## config.mk

```make
export PLATFORM = sky130hd
export DESIGN_NAME = substring_first_match_flat
export DESIGN_NICKNAME = d
export VERILOG_FILES = /design/src/rtl/sfm_pkg.sv /design/src/rtl/sfm_ifs.sv /design/src/rtl/sfm_front.sv /design/src/rtl/sfm_queue.sv /design/src/rtl/sfm_back.sv /design/src/rtl/substring_first_match.sv /design/src/flat_wrapper.sv
export SDC_FILE = /design/constraint.sdc
export NUM_CORES = 1
export LEC_CHECK = 0
export BUFFER_PORTS_ARGS = -buffer_cell sky130_fd_sc_hd__clkbuf_2
export CORE_ASPECT_RATIO = 0.8
export CORE_UTILIZATION = 60
export DETAILED_ROUTE_END_ITERATION = 8
export GPL_TIMING_DRIVEN = 0
export PLACE_DENSITY = 0.8
export SLEW_MARGIN = 20
export SYNTH_ARGS = -nofsm -noshare
export SYNTH_HDL_FRONTEND = slang
export SYNTH_SLANG_ARGS = --single-unit
```

## constraint.sdc

```tcl
create_clock -name clk -period 10.7 [get_ports clk]
set_input_delay 1.605 -clock clk [delete_from_list [all_inputs] [get_ports clk]]
set_output_delay 1.605 -clock clk [all_outputs]
set_load 0.02 [all_outputs]
```

## src/rtl/sfm_pkg.sv

```systemverilog
// sfm_pkg: shared types and constants for the substring search block
// no dependencies; used by every other file of the block

package sfm_pkg;

	// default sizes handed to the top level
	localparam int NEEDLE_MAX_DEF  = 8;
	localparam int OFFSET_BITS_DEF = 16;
	localparam int QUEUE_DEPTH_DEF = 4;

	// fixed field widths
	localparam int TEXT_W     = 8;
	localparam int NEEDLE_W   = 64;
	localparam int LEN_W      = 4;
	localparam int OUT_OFF_W  = 16;
	localparam int CFG_IDX_W  = 1;
	localparam int CFG_DATA_W = 64;

	// character that ends a haystack
	localparam logic [TEXT_W-1:0] END_CHAR = 8'h00;

	// configuration register indexes
	typedef enum logic [CFG_IDX_W-1:0] {
		REG_NEEDLE_BYTES,
		REG_NEEDLE_LENGTH
	} cfg_reg_t;

	// classified item passed from front to back
	typedef struct packed {
		logic              is_end;
		logic [TEXT_W-1:0] text_byte;
	} sfm_item_t;

	// needle as seen by the back part
	typedef struct packed {
		logic [NEEDLE_W-1:0] bytes;
		logic [LEN_W-1:0]    eff_len;
	} sfm_needle_t;

endpackage

```

## src/rtl/sfm_ifs.sv

```systemverilog
// sfm_ifs: valid/ready channel interfaces for text input and search results
// depends on sfm_pkg

interface sfm_in_if
	import sfm_pkg::*;
();
	logic              valid;
	logic              ready;
	logic [TEXT_W-1:0] text_byte;

	modport source (output valid, output text_byte, input ready);
	modport sink (input valid, input text_byte, output ready);
endinterface

interface sfm_out_if
	import sfm_pkg::*;
();
	logic                 valid;
	logic                 ready;
	logic                 match_found;
	logic [OUT_OFF_W-1:0] match_offset;
	logic                 length_overflow;

	modport source (output valid, output match_found, output match_offset,
		output length_overflow, input ready);
	modport sink (input valid, input match_found, input match_offset,
		input length_overflow, output ready);
endinterface

```

## src/rtl/sfm_front.sv

```systemverilog
// sfm_front: configuration registers, needle length trimming and item classification
// depends on sfm_pkg and sfm_ifs; feeds sfm_queue and sfm_back

module sfm_front
	import sfm_pkg::*;
#(
	parameter int NEEDLE_MAX = NEEDLE_MAX_DEF
) (
	input  logic                  clk,
	input  logic                  arst_n,
	input  logic                  wr_en,
	input  logic [CFG_IDX_W-1:0]  wr_index,
	input  logic [CFG_DATA_W-1:0] wr_data,
	sfm_in_if.sink                text_in,
	input  logic                  q_full,
	output logic                  q_push,
	output sfm_item_t             q_item,
	output sfm_needle_t           needle
);

	logic [NEEDLE_W-1:0] needle_bytes_q;
	logic [LEN_W-1:0]    needle_length_q;
	logic [LEN_W-1:0]    len_lim;
	logic [LEN_W-1:0]    eff_len;

	// configuration writes
	always_ff @(posedge clk or negedge arst_n) begin
		if (!arst_n) begin
			needle_bytes_q  <= '0;
			needle_length_q <= '0;
		end else if (wr_en) begin
			case (cfg_reg_t'(wr_index))
				REG_NEEDLE_BYTES:  needle_bytes_q  <= wr_data[NEEDLE_W-1:0];
				REG_NEEDLE_LENGTH: needle_length_q <= wr_data[LEN_W-1:0];
				default: ;
			endcase
		end
	end

	// effective length: clip to window size, then cut at the first zero byte
	always_comb begin
		len_lim = needle_length_q;
		if (needle_length_q > LEN_W'(NEEDLE_MAX))
			len_lim = LEN_W'(NEEDLE_MAX);
		eff_len = len_lim;
		for (int i = NEEDLE_MAX - 1; i >= 0; i--) begin
			if (LEN_W'(i) < len_lim && needle_bytes_q[8*i +: 8] == END_CHAR)
				eff_len = LEN_W'(i);
		end
	end

	assign needle.bytes   = needle_bytes_q;
	assign needle.eff_len = eff_len;

	// accept while the queue has room, tag haystack terminators
	assign text_in.ready    = !q_full;
	assign q_push           = text_in.valid && !q_full;
	assign q_item.is_end    = (text_in.text_byte == END_CHAR);
	assign q_item.text_byte = text_in.text_byte;

endmodule

```

## src/rtl/sfm_queue.sv

```systemverilog
// sfm_queue: short first-in first-out queue of classified items
// depends on sfm_pkg; sits between sfm_front and sfm_back

module sfm_queue
	import sfm_pkg::*;
#(
	parameter int DEPTH = QUEUE_DEPTH_DEF
) (
	input  logic      clk,
	input  logic      arst_n,
	input  logic      push,
	input  sfm_item_t push_item,
	input  logic      pop,
	output logic      full,
	output logic      head_valid,
	output sfm_item_t head_item,
	output logic [$clog2(DEPTH+1)-1:0] count
);

	localparam int PTR_W = (DEPTH > 1) ? $clog2(DEPTH) : 1;
	localparam int CNT_W = $clog2(DEPTH + 1);
	localparam logic [PTR_W-1:0] LAST = PTR_W'(DEPTH - 1);

	sfm_item_t         slot_q [DEPTH];
	logic [PTR_W-1:0]  wr_ptr_q;
	logic [PTR_W-1:0]  rd_ptr_q;
	logic [CNT_W-1:0]  count_q;

	assign full       = (count_q == CNT_W'(DEPTH));
	assign head_valid = (count_q != '0);
	assign head_item  = slot_q[rd_ptr_q];
	assign count      = count_q;

	// pointers and fill level
	always_ff @(posedge clk or negedge arst_n) begin
		if (!arst_n) begin
			wr_ptr_q <= '0;
			rd_ptr_q <= '0;
			count_q  <= '0;
		end else begin
			if (push)
				wr_ptr_q <= (wr_ptr_q == LAST) ? '0 : wr_ptr_q + 1'b1;
			if (pop)
				rd_ptr_q <= (rd_ptr_q == LAST) ? '0 : rd_ptr_q + 1'b1;
			if (push && !pop)
				count_q <= count_q + 1'b1;
			else if (!push && pop)
				count_q <= count_q - 1'b1;
		end
	end

	// storage
	always_ff @(posedge clk) begin
		if (push)
			slot_q[wr_ptr_q] <= push_item;
	end

endmodule

```

## src/rtl/sfm_back.sv

```systemverilog
// sfm_back: window compare, position counter, first-match capture and result register
// depends on sfm_pkg and sfm_ifs; drains sfm_queue

module sfm_back
	import sfm_pkg::*;
#(
	parameter int NEEDLE_MAX  = NEEDLE_MAX_DEF,
	parameter int OFFSET_BITS = OFFSET_BITS_DEF
) (
	input  logic        clk,
	input  logic        arst_n,
	input  sfm_needle_t needle,
	input  logic        head_valid,
	input  sfm_item_t   head_item,
	output logic        pop,
	sfm_out_if.source   result_out
);

	localparam logic [OFFSET_BITS-1:0] CMAX = '1;

	logic [TEXT_W-1:0]      win_q [NEEDLE_MAX];
	logic [TEXT_W-1:0]      win_nx [NEEDLE_MAX];
	logic [OFFSET_BITS-1:0] count_q;
	logic                   hit_q;
	logic [OFFSET_BITS-1:0] hit_off_q;
	logic                   ovf_q;

	logic                   res_valid_q;
	logic                   res_found_q;
	logic [OUT_OFF_W-1:0]   res_off_q;
	logic                   res_ovf_q;

	logic                   res_free;
	logic                   over_now;
	logic                   reach;
	logic                   cand;
	logic                   run_eq;
	logic                   hit_now;
	logic [OFFSET_BITS:0]   pos_next;
	logic [OFFSET_BITS-1:0] off_calc;
	logic [31:0]            off_ext;

	// take a plain character always, a terminator only when the result slot frees
	assign res_free = !res_valid_q || result_out.ready;
	assign pop      = head_valid && (!head_item.is_end || res_free);
	assign over_now = (count_q == CMAX);

	// shifted window with the new character in front
	always_comb begin
		win_nx[0] = head_item.text_byte;
		for (int k = 1; k < NEEDLE_MAX; k++)
			win_nx[k] = win_q[k-1];
	end

	// compare every candidate needle length, keep the one in use
	always_comb begin
		cand = 1'b0;
		for (int l = 1; l <= NEEDLE_MAX; l++) begin
			run_eq = 1'b1;
			for (int i = 0; i < l; i++) begin
				if (win_nx[l-1-i] != needle.bytes[8*i +: 8])
					run_eq = 1'b0;
			end
			if (needle.eff_len == LEN_W'(l))
				cand = run_eq;
		end
	end

	// enough characters seen, and start offset of a match ending here
	always_comb begin
		pos_next = {1'b0, count_q} + 1'b1;
		reach    = (pos_next >= (OFFSET_BITS+1)'(needle.eff_len));
		hit_now  = !hit_q && (needle.eff_len != '0) && reach && cand;
		off_calc = over_now ? CMAX
			: OFFSET_BITS'(pos_next - (OFFSET_BITS+1)'(needle.eff_len));
		off_ext  = 32'(hit_off_q);
	end

	// per-haystack state
	always_ff @(posedge clk or negedge arst_n) begin
		if (!arst_n) begin
			for (int k = 0; k < NEEDLE_MAX; k++)
				win_q[k] <= '0;
			count_q   <= '0;
			hit_q     <= 1'b0;
			hit_off_q <= '0;
			ovf_q     <= 1'b0;
		end else if (pop) begin
			if (head_item.is_end) begin
				for (int k = 0; k < NEEDLE_MAX; k++)
					win_q[k] <= '0;
				count_q   <= '0;
				hit_q     <= 1'b0;
				hit_off_q <= '0;
				ovf_q     <= 1'b0;
			end else begin
				for (int k = 0; k < NEEDLE_MAX; k++)
					win_q[k] <= win_nx[k];
				if (!over_now)
					count_q <= count_q + 1'b1;
				if (over_now)
					ovf_q <= 1'b1;
				if (hit_now) begin
					hit_q     <= 1'b1;
					hit_off_q <= off_calc;
				end
			end
		end
	end

	// result slot valid
	always_ff @(posedge clk or negedge arst_n) begin
		if (!arst_n) begin
			res_valid_q <= 1'b0;
		end else if (pop && head_item.is_end) begin
			res_valid_q <= 1'b1;
		end else if (result_out.ready) begin
			res_valid_q <= 1'b0;
		end
	end

	// result payload
	always_ff @(posedge clk) begin
		if (pop && head_item.is_end) begin
			if (needle.eff_len == '0) begin
				res_found_q <= 1'b1;
				res_off_q   <= '0;
			end else begin
				res_found_q <= hit_q;
				res_off_q   <= hit_q ? off_ext[OUT_OFF_W-1:0] : '0;
			end
			res_ovf_q <= ovf_q;
		end
	end

	assign result_out.valid           = res_valid_q;
	assign result_out.match_found     = res_found_q;
	assign result_out.match_offset    = res_off_q;
	assign result_out.length_overflow = res_ovf_q;

endmodule

```

## src/rtl/substring_first_match.sv

```systemverilog
// substring_first_match: one haystack byte per item, one result per zero terminator.
// Throughput: one item per cycle unless the queue or result slot stalls, set by the
// single window compare in the back part. A result is registered when its terminator
// is taken; a stalled result slot holds terminators in the four-entry queue.
// Reset: arst_n clears the needle, the queue, the window and all match state at once.

module substring_first_match
	import sfm_pkg::*;
#(
	parameter int NEEDLE_MAX  = NEEDLE_MAX_DEF,
	parameter int OFFSET_BITS = OFFSET_BITS_DEF,
	parameter int QUEUE_DEPTH = QUEUE_DEPTH_DEF
) (
	input  logic                  clk,
	input  logic                  arst_n,
	input  logic                  wr_en,
	input  logic [CFG_IDX_W-1:0]  wr_index,
	input  logic [CFG_DATA_W-1:0] wr_data,
	sfm_in_if.sink                text_in,
	sfm_out_if.source             result_out
);

	logic                             q_push;
	logic                             q_pop;
	logic                             q_full;
	logic                             q_valid;
	sfm_item_t                        q_in;
	sfm_item_t                        q_head;
	sfm_needle_t                      needle;
	logic [$clog2(QUEUE_DEPTH+1)-1:0] q_count;

	// intake and configuration
	sfm_front #(
		.NEEDLE_MAX (NEEDLE_MAX)
	) u_front (
		.clk      (clk),
		.arst_n   (arst_n),
		.wr_en    (wr_en),
		.wr_index (wr_index),
		.wr_data  (wr_data),
		.text_in  (text_in),
		.q_full   (q_full),
		.q_push   (q_push),
		.q_item   (q_in),
		.needle   (needle)
	);

	// decoupling queue
	sfm_queue #(
		.DEPTH (QUEUE_DEPTH)
	) u_queue (
		.clk        (clk),
		.arst_n     (arst_n),
		.push       (q_push),
		.push_item  (q_in),
		.pop        (q_pop),
		.full       (q_full),
		.head_valid (q_valid),
		.head_item  (q_head),
		.count      (q_count)
	);

	// search and result
	sfm_back #(
		.NEEDLE_MAX  (NEEDLE_MAX),
		.OFFSET_BITS (OFFSET_BITS)
	) u_back (
		.clk        (clk),
		.arst_n     (arst_n),
		.needle     (needle),
		.head_valid (q_valid),
		.head_item  (q_head),
		.pop        (q_pop),
		.result_out (result_out)
	);

`ifndef SYNTHESIS
	// queue level follows a lone push
	a_queue_fill: assert property (@(posedge clk) disable iff (!arst_n)
		(q_push && !q_pop) |=> (q_count == $past(q_count) + 1'b1))
		else $error("queue level did not follow a push");

	// a taken result leaves the slot empty unless a terminator refilled it
	a_result_drain: assert property (@(posedge clk) disable iff (!arst_n)
		(result_out.valid && result_out.ready && !(q_pop && q_head.is_end))
		|=> !result_out.valid)
		else $error("result slot not released");

	// no offset without a match
	a_offset_zero: assert property (@(posedge clk) disable iff (!arst_n)
		result_out.valid |-> (result_out.match_found || result_out.match_offset == '0))
		else $error("offset reported without a match");
`endif

endmodule
```

## src/flat_wrapper.sv

```systemverilog
// flat-port wrapper written by rule: the top's interface ports become plain ports
module substring_first_match_flat import sfm_pkg::*;
#(
	parameter int NEEDLE_MAX  = NEEDLE_MAX_DEF,
	parameter int OFFSET_BITS = OFFSET_BITS_DEF,
	parameter int QUEUE_DEPTH = QUEUE_DEPTH_DEF
)
  (clk, arst_n, wr_en, wr_index, wr_data, text_in_valid, text_in_text_byte, text_in_ready, result_out_valid, result_out_match_found, result_out_match_offset, result_out_length_overflow, result_out_ready);
  sfm_in_if text_in_i ();
  sfm_out_if result_out_i ();
  input  logic clk;
  input  logic arst_n;
  input  logic wr_en;
  input  logic [CFG_IDX_W-1:0] wr_index;
  input  logic [CFG_DATA_W-1:0] wr_data;
  input wire logic [$bits(text_in_i.valid)-1:0] text_in_valid;
  input wire logic [$bits(text_in_i.text_byte)-1:0] text_in_text_byte;
  output wire logic [$bits(text_in_i.ready)-1:0] text_in_ready;
  output wire logic [$bits(result_out_i.valid)-1:0] result_out_valid;
  output wire logic [$bits(result_out_i.match_found)-1:0] result_out_match_found;
  output wire logic [$bits(result_out_i.match_offset)-1:0] result_out_match_offset;
  output wire logic [$bits(result_out_i.length_overflow)-1:0] result_out_length_overflow;
  input wire logic [$bits(result_out_i.ready)-1:0] result_out_ready;
  assign text_in_i.valid = text_in_valid;
  assign text_in_i.text_byte = text_in_text_byte;
  assign text_in_ready = text_in_i.ready;
  assign result_out_valid = result_out_i.valid;
  assign result_out_match_found = result_out_i.match_found;
  assign result_out_match_offset = result_out_i.match_offset;
  assign result_out_length_overflow = result_out_i.length_overflow;
  assign result_out_i.ready = result_out_ready;
  substring_first_match #(.NEEDLE_MAX(NEEDLE_MAX), .OFFSET_BITS(OFFSET_BITS), .QUEUE_DEPTH(QUEUE_DEPTH)) u_core (.clk(clk), .arst_n(arst_n), .wr_en(wr_en), .wr_index(wr_index), .wr_data(wr_data), .text_in(text_in_i), .result_out(result_out_i));
endmodule
```

==> impl_metrics.tcl <==
set metrics [dict create \
    status "complete, but fails checks" \
    violations "design-rule violations" \
    slew_headroom_pct 25.2 \
    p_clk_share_pct 20.5 \
    finalCritPeriodShare_pct 48.6 \
    drv_slew 0 \
    num-fill-cells 1621 \
    post_cts_resized 0 \
    p_int_mw 2.34 \
    synth.largest_area_cell "dfrtp_1" \
    yosys.area_share.simple_pct 12.4 \
    synth_top_area_share_pct 31.4 \
    min_path_type "reg2reg" \
    ys_top_cells_by_area "dfrtp_1 (31%), xnor2_1 (15%), edfxtp_1 (12%)" \
    yosys_warnings 0 \
    final_common_cell "xnor2_1" \
    layout.cells.non_filler 1642 \
    final_cell_mix "xnor2_1 (222), dfrtp_1 (166), clkbuf_2 (97)" \
    post_drt_wl_per_cell_um 23.8 \
    holdPathEnd "u_core.u_back.result_out.length_overflow" \
    cts_htree_levels 1 \
    synth_edf_count 54 \
    cts_sinks 220 \
    clockBufferDepth 3 \
    p_sw_share_pct 42.1 \
    reg2reg_to "u_core.u_back.hit_off_q[11]" \
    crit_path_end_kind "flip-flop" \
    worstMarginPinSlew_ns 1.12 \
    ys_ff_latch 220 \
    synth_adder_area_share_pct 1.34 \
    dieArea_um2 22600 \
    reg2reg_depth 16 \
    fin_ws_ns 5.50 \
    cap_viol_max_count 0 \
    clk_pin_slew_worst_paths_ns 0.07 \
    synthMuxAreaShare_pct 7.41 \
    seq_area_frac_synth_pct 43.7 \
    p_sw_mw 1.70 \
    grt_overflow 0 \
    path_class "reg2reg" \
    avgSynthCellArea_um2 10.8 \
    chipWidth_um 168 \
    final_nets 1442 \
    area_delta_synth_final_pct 12.6 \
    cts_tree "yes" \
    clock_latency_ns 0.53 \
    cp.required_ns 11.10 \
    rows 48 \
    cts_made_buffers 22 \
    synthesis.nets 1319 \
    vias_per_cell 6.49 \
    drive_gt1_share_pct 17.8 \
    grt_pass1_wl_mm 59.9 \
    ff2ff_setup_slack_ns 5.50 \
    fin_skew_ns 0.0187 \
    hold_start "u_core.u_back.ovf_q" \
    powerDensity_nw_per_um2 272 \
    diodes 0 \
    setup-violations-final 0 \
    synth_ff_type "dfrtp_1" \
    dp.cells 1602 \
    initial_core_util_pct 61.3 \
    whs_path_depth 0 \
    io_pins 98 \
    rsz0062_at_grt "no" \
    cts_setup_buffers 0 \
    remaining_drc_errors 1 \
    vias 10700 \
    dpl.hpwl_mm 27.7 \
    tns_ns 0 \
    die_h_um 135 \
    crit_start "u_core.u_front.needle_bytes_q[19]" \
    grtUsageTotal_pct 35.4 \
    crit_fanout 10 \
    hold_viol 0 \
    reg2reg_from "u_core.u_front.needle_bytes_q[19]" \
    max_freq_mhz 192 \
    grt_max_degree 76 \
    wl_mm 39.1 \
    syn_area_um2 13200 \
    antenna_found_initial 0 \
    grt_pass1_vias 10100 \
    p_seq_share_pct 29.2 \
    synthCells 1228 \
    dr.pass1.iters 7 \
    utilization_pct 69.0 \
    combPwrFrac_pct 50.3 \
    startpoint_type "flip-flop" \
    synth_top_family_by_area "XOR/XNOR gates" \
    crit_arrival_ns 5.59 \
    pre_cts_slack_ns 5.69 \
    cts-root-buf "clkbuf_16" \
    cts_hold_buf 0 \
    initialDrtViolationCount 1434 \
    port-buffer-count 97 \
    synthXorXnorAreaFrac_pct 20.7 \
    ant_nets 0 \
    synthArstFlopShare_pct 75.5 \
    place_congestion 1.08 \
    synth_cell_types 68 \
    peakVddDrop_mv 0.173 \
    synth_compound_area_share_pct 9.74 \
    period_minus_slack_ns 5.20 \
    p_leak_nw 5.95 \
    coreArea_um2 21600 \
]
==> cell families (layout without fill, tap and decap cells) <==
logic type	count (synthesis)	after routing
buffers and inverters	155	294
DFF	220	220
xor gates and xnor gates	312	312
AOI/OAI and AO/OA	165	165
adders and majority gates	13	13
and+or+nand+nor	285	285
muxes	78	78
==> registers in the layout, indices dropped and copies added (netlist names) <==
name and cells:
u_core.u_back.result_out.length_overflow 1, u_core.u_queue.wr_ptr_q 2, u_core.u_queue.slot_q 36, u_core.u_back.hit_off_q 16
u_core.u_back.result_out.match_found 1, u_core.u_back.hit_q 1, u_core.u_front.needle_bytes_q 64, u_core.u_back.count_q 16
u_core.u_queue.count 3, u_core.u_back.win_nx 56, u_core.u_queue.rd_ptr_q 2, u_core.u_front.needle_length_q 4
u_core.u_back.result_out.valid 1, u_core.u_back.result_out.match_offset 16, u_core.u_back.ovf_q 1
==> per-stage QoR <==
stage	cell area, um2	total power [mW]	hold WS [ns]
4_1_cts	14900	3.99	0.458
6_report	14900	4.05	0.466
3_3_place_gp	14000	3.10	0.444
5_1_grt	14900	4.22	0.485
3_5_place_dp	14100	3.16	0.443
2_1_floorplan	13200	2.61	0.426
==> power groups by stage <==
stage | clock network (mW) | registers [mW] | logic (mW)
after floorplan | 0 | 1.21 | 1.40
after global placement | 0 | 1.18 | 1.91
after detailed placement | 0 | 1.19 | 1.96
after CTS | 0.839 | 1.18 | 1.98
after global routing | 0.868 | 1.20 | 2.15
final | 0.830 | 1.18 | 2.04
==> worst max-delay path, cell delays in order, from the launching register on <==
cell and delay, ns:
dfrtp_1 0.33, buf_1 0.62, nor4_1 0.21, nand3_1 0.22
nand2_1 0.07, o311ai_1 0.91, ha_1 0.43, a21oi_1 0.15
o21ai_0 0.23, nor4_4 0.41, o21ai_2 0.12, or4b_1 0.53
nor4b_4 0.16, and2_4 0.20, buf_6 0.13, buf_6 0.13
a32o_1 0.21
==> worst max path at each step <==
stage	endpoint	slack, ns	cells past startpoint
4_1_cts	u_core.u_back.hit_off_q[12]	5.67	16
3_5_place_dp	u_core.u_back.hit_off_q[12]	5.69	16
3_3_place_gp	u_core.u_front.needle_bytes_q[28]	5.07	1
6_report	u_core.u_back.hit_off_q[11]	5.50	16
5_1_grt	u_core.u_back.hit_off_q[12]	5.31	15
2_1_floorplan	u_core.u_back.hit_off_q[10]	6.52	15
==> metal layers <==
layer	part of all wire [%]	GRT usage (%)
met1	43	52.7
met5	0	0.870
met3	13	9.91
met2	40	49.6
met4	3.1	11.5
==> final cells by class <==
| cell class | instances | area [um2] | share of cell area, % |
|---|---|---|---|
| Multi-Input combinational cell | 853 | 6810 | 45.8 |
| Clock inverter | 9 | 145 | 0.975 |
| Tap cell | 275 | 344 | 2.31 |
| Inverter | 13 | 48.8 | 0.328 |
| Sequential cell | 220 | 5780 | 38.8 |
| Buffer | 142 | 582 | 3.91 |
| Clock buffer | 31 | 626 | 4.20 |
| Timing Repair Buffer | 99 | 549 | 3.69 |
==> synth_stat cells (13+ instances only) <==
library cell / number
a21oi_1: 16
a22o_1: 59
a32o_1: 16
and3_1: 25
buf_1: 34
buf_2: 17
clkbuf_1: 86
dfrtp_1: 166
edfxtp_1: 54
inv_1: 13
mux2_2: 69
nand2_1: 45
nand3_1: 21
nand4_1: 65
nor2_1: 27
nor3_1: 15
nor4_1: 47
o21ai_0: 19
xnor2_1: 222
xor2_1: 90
Power figures use the tool's default switching activity.
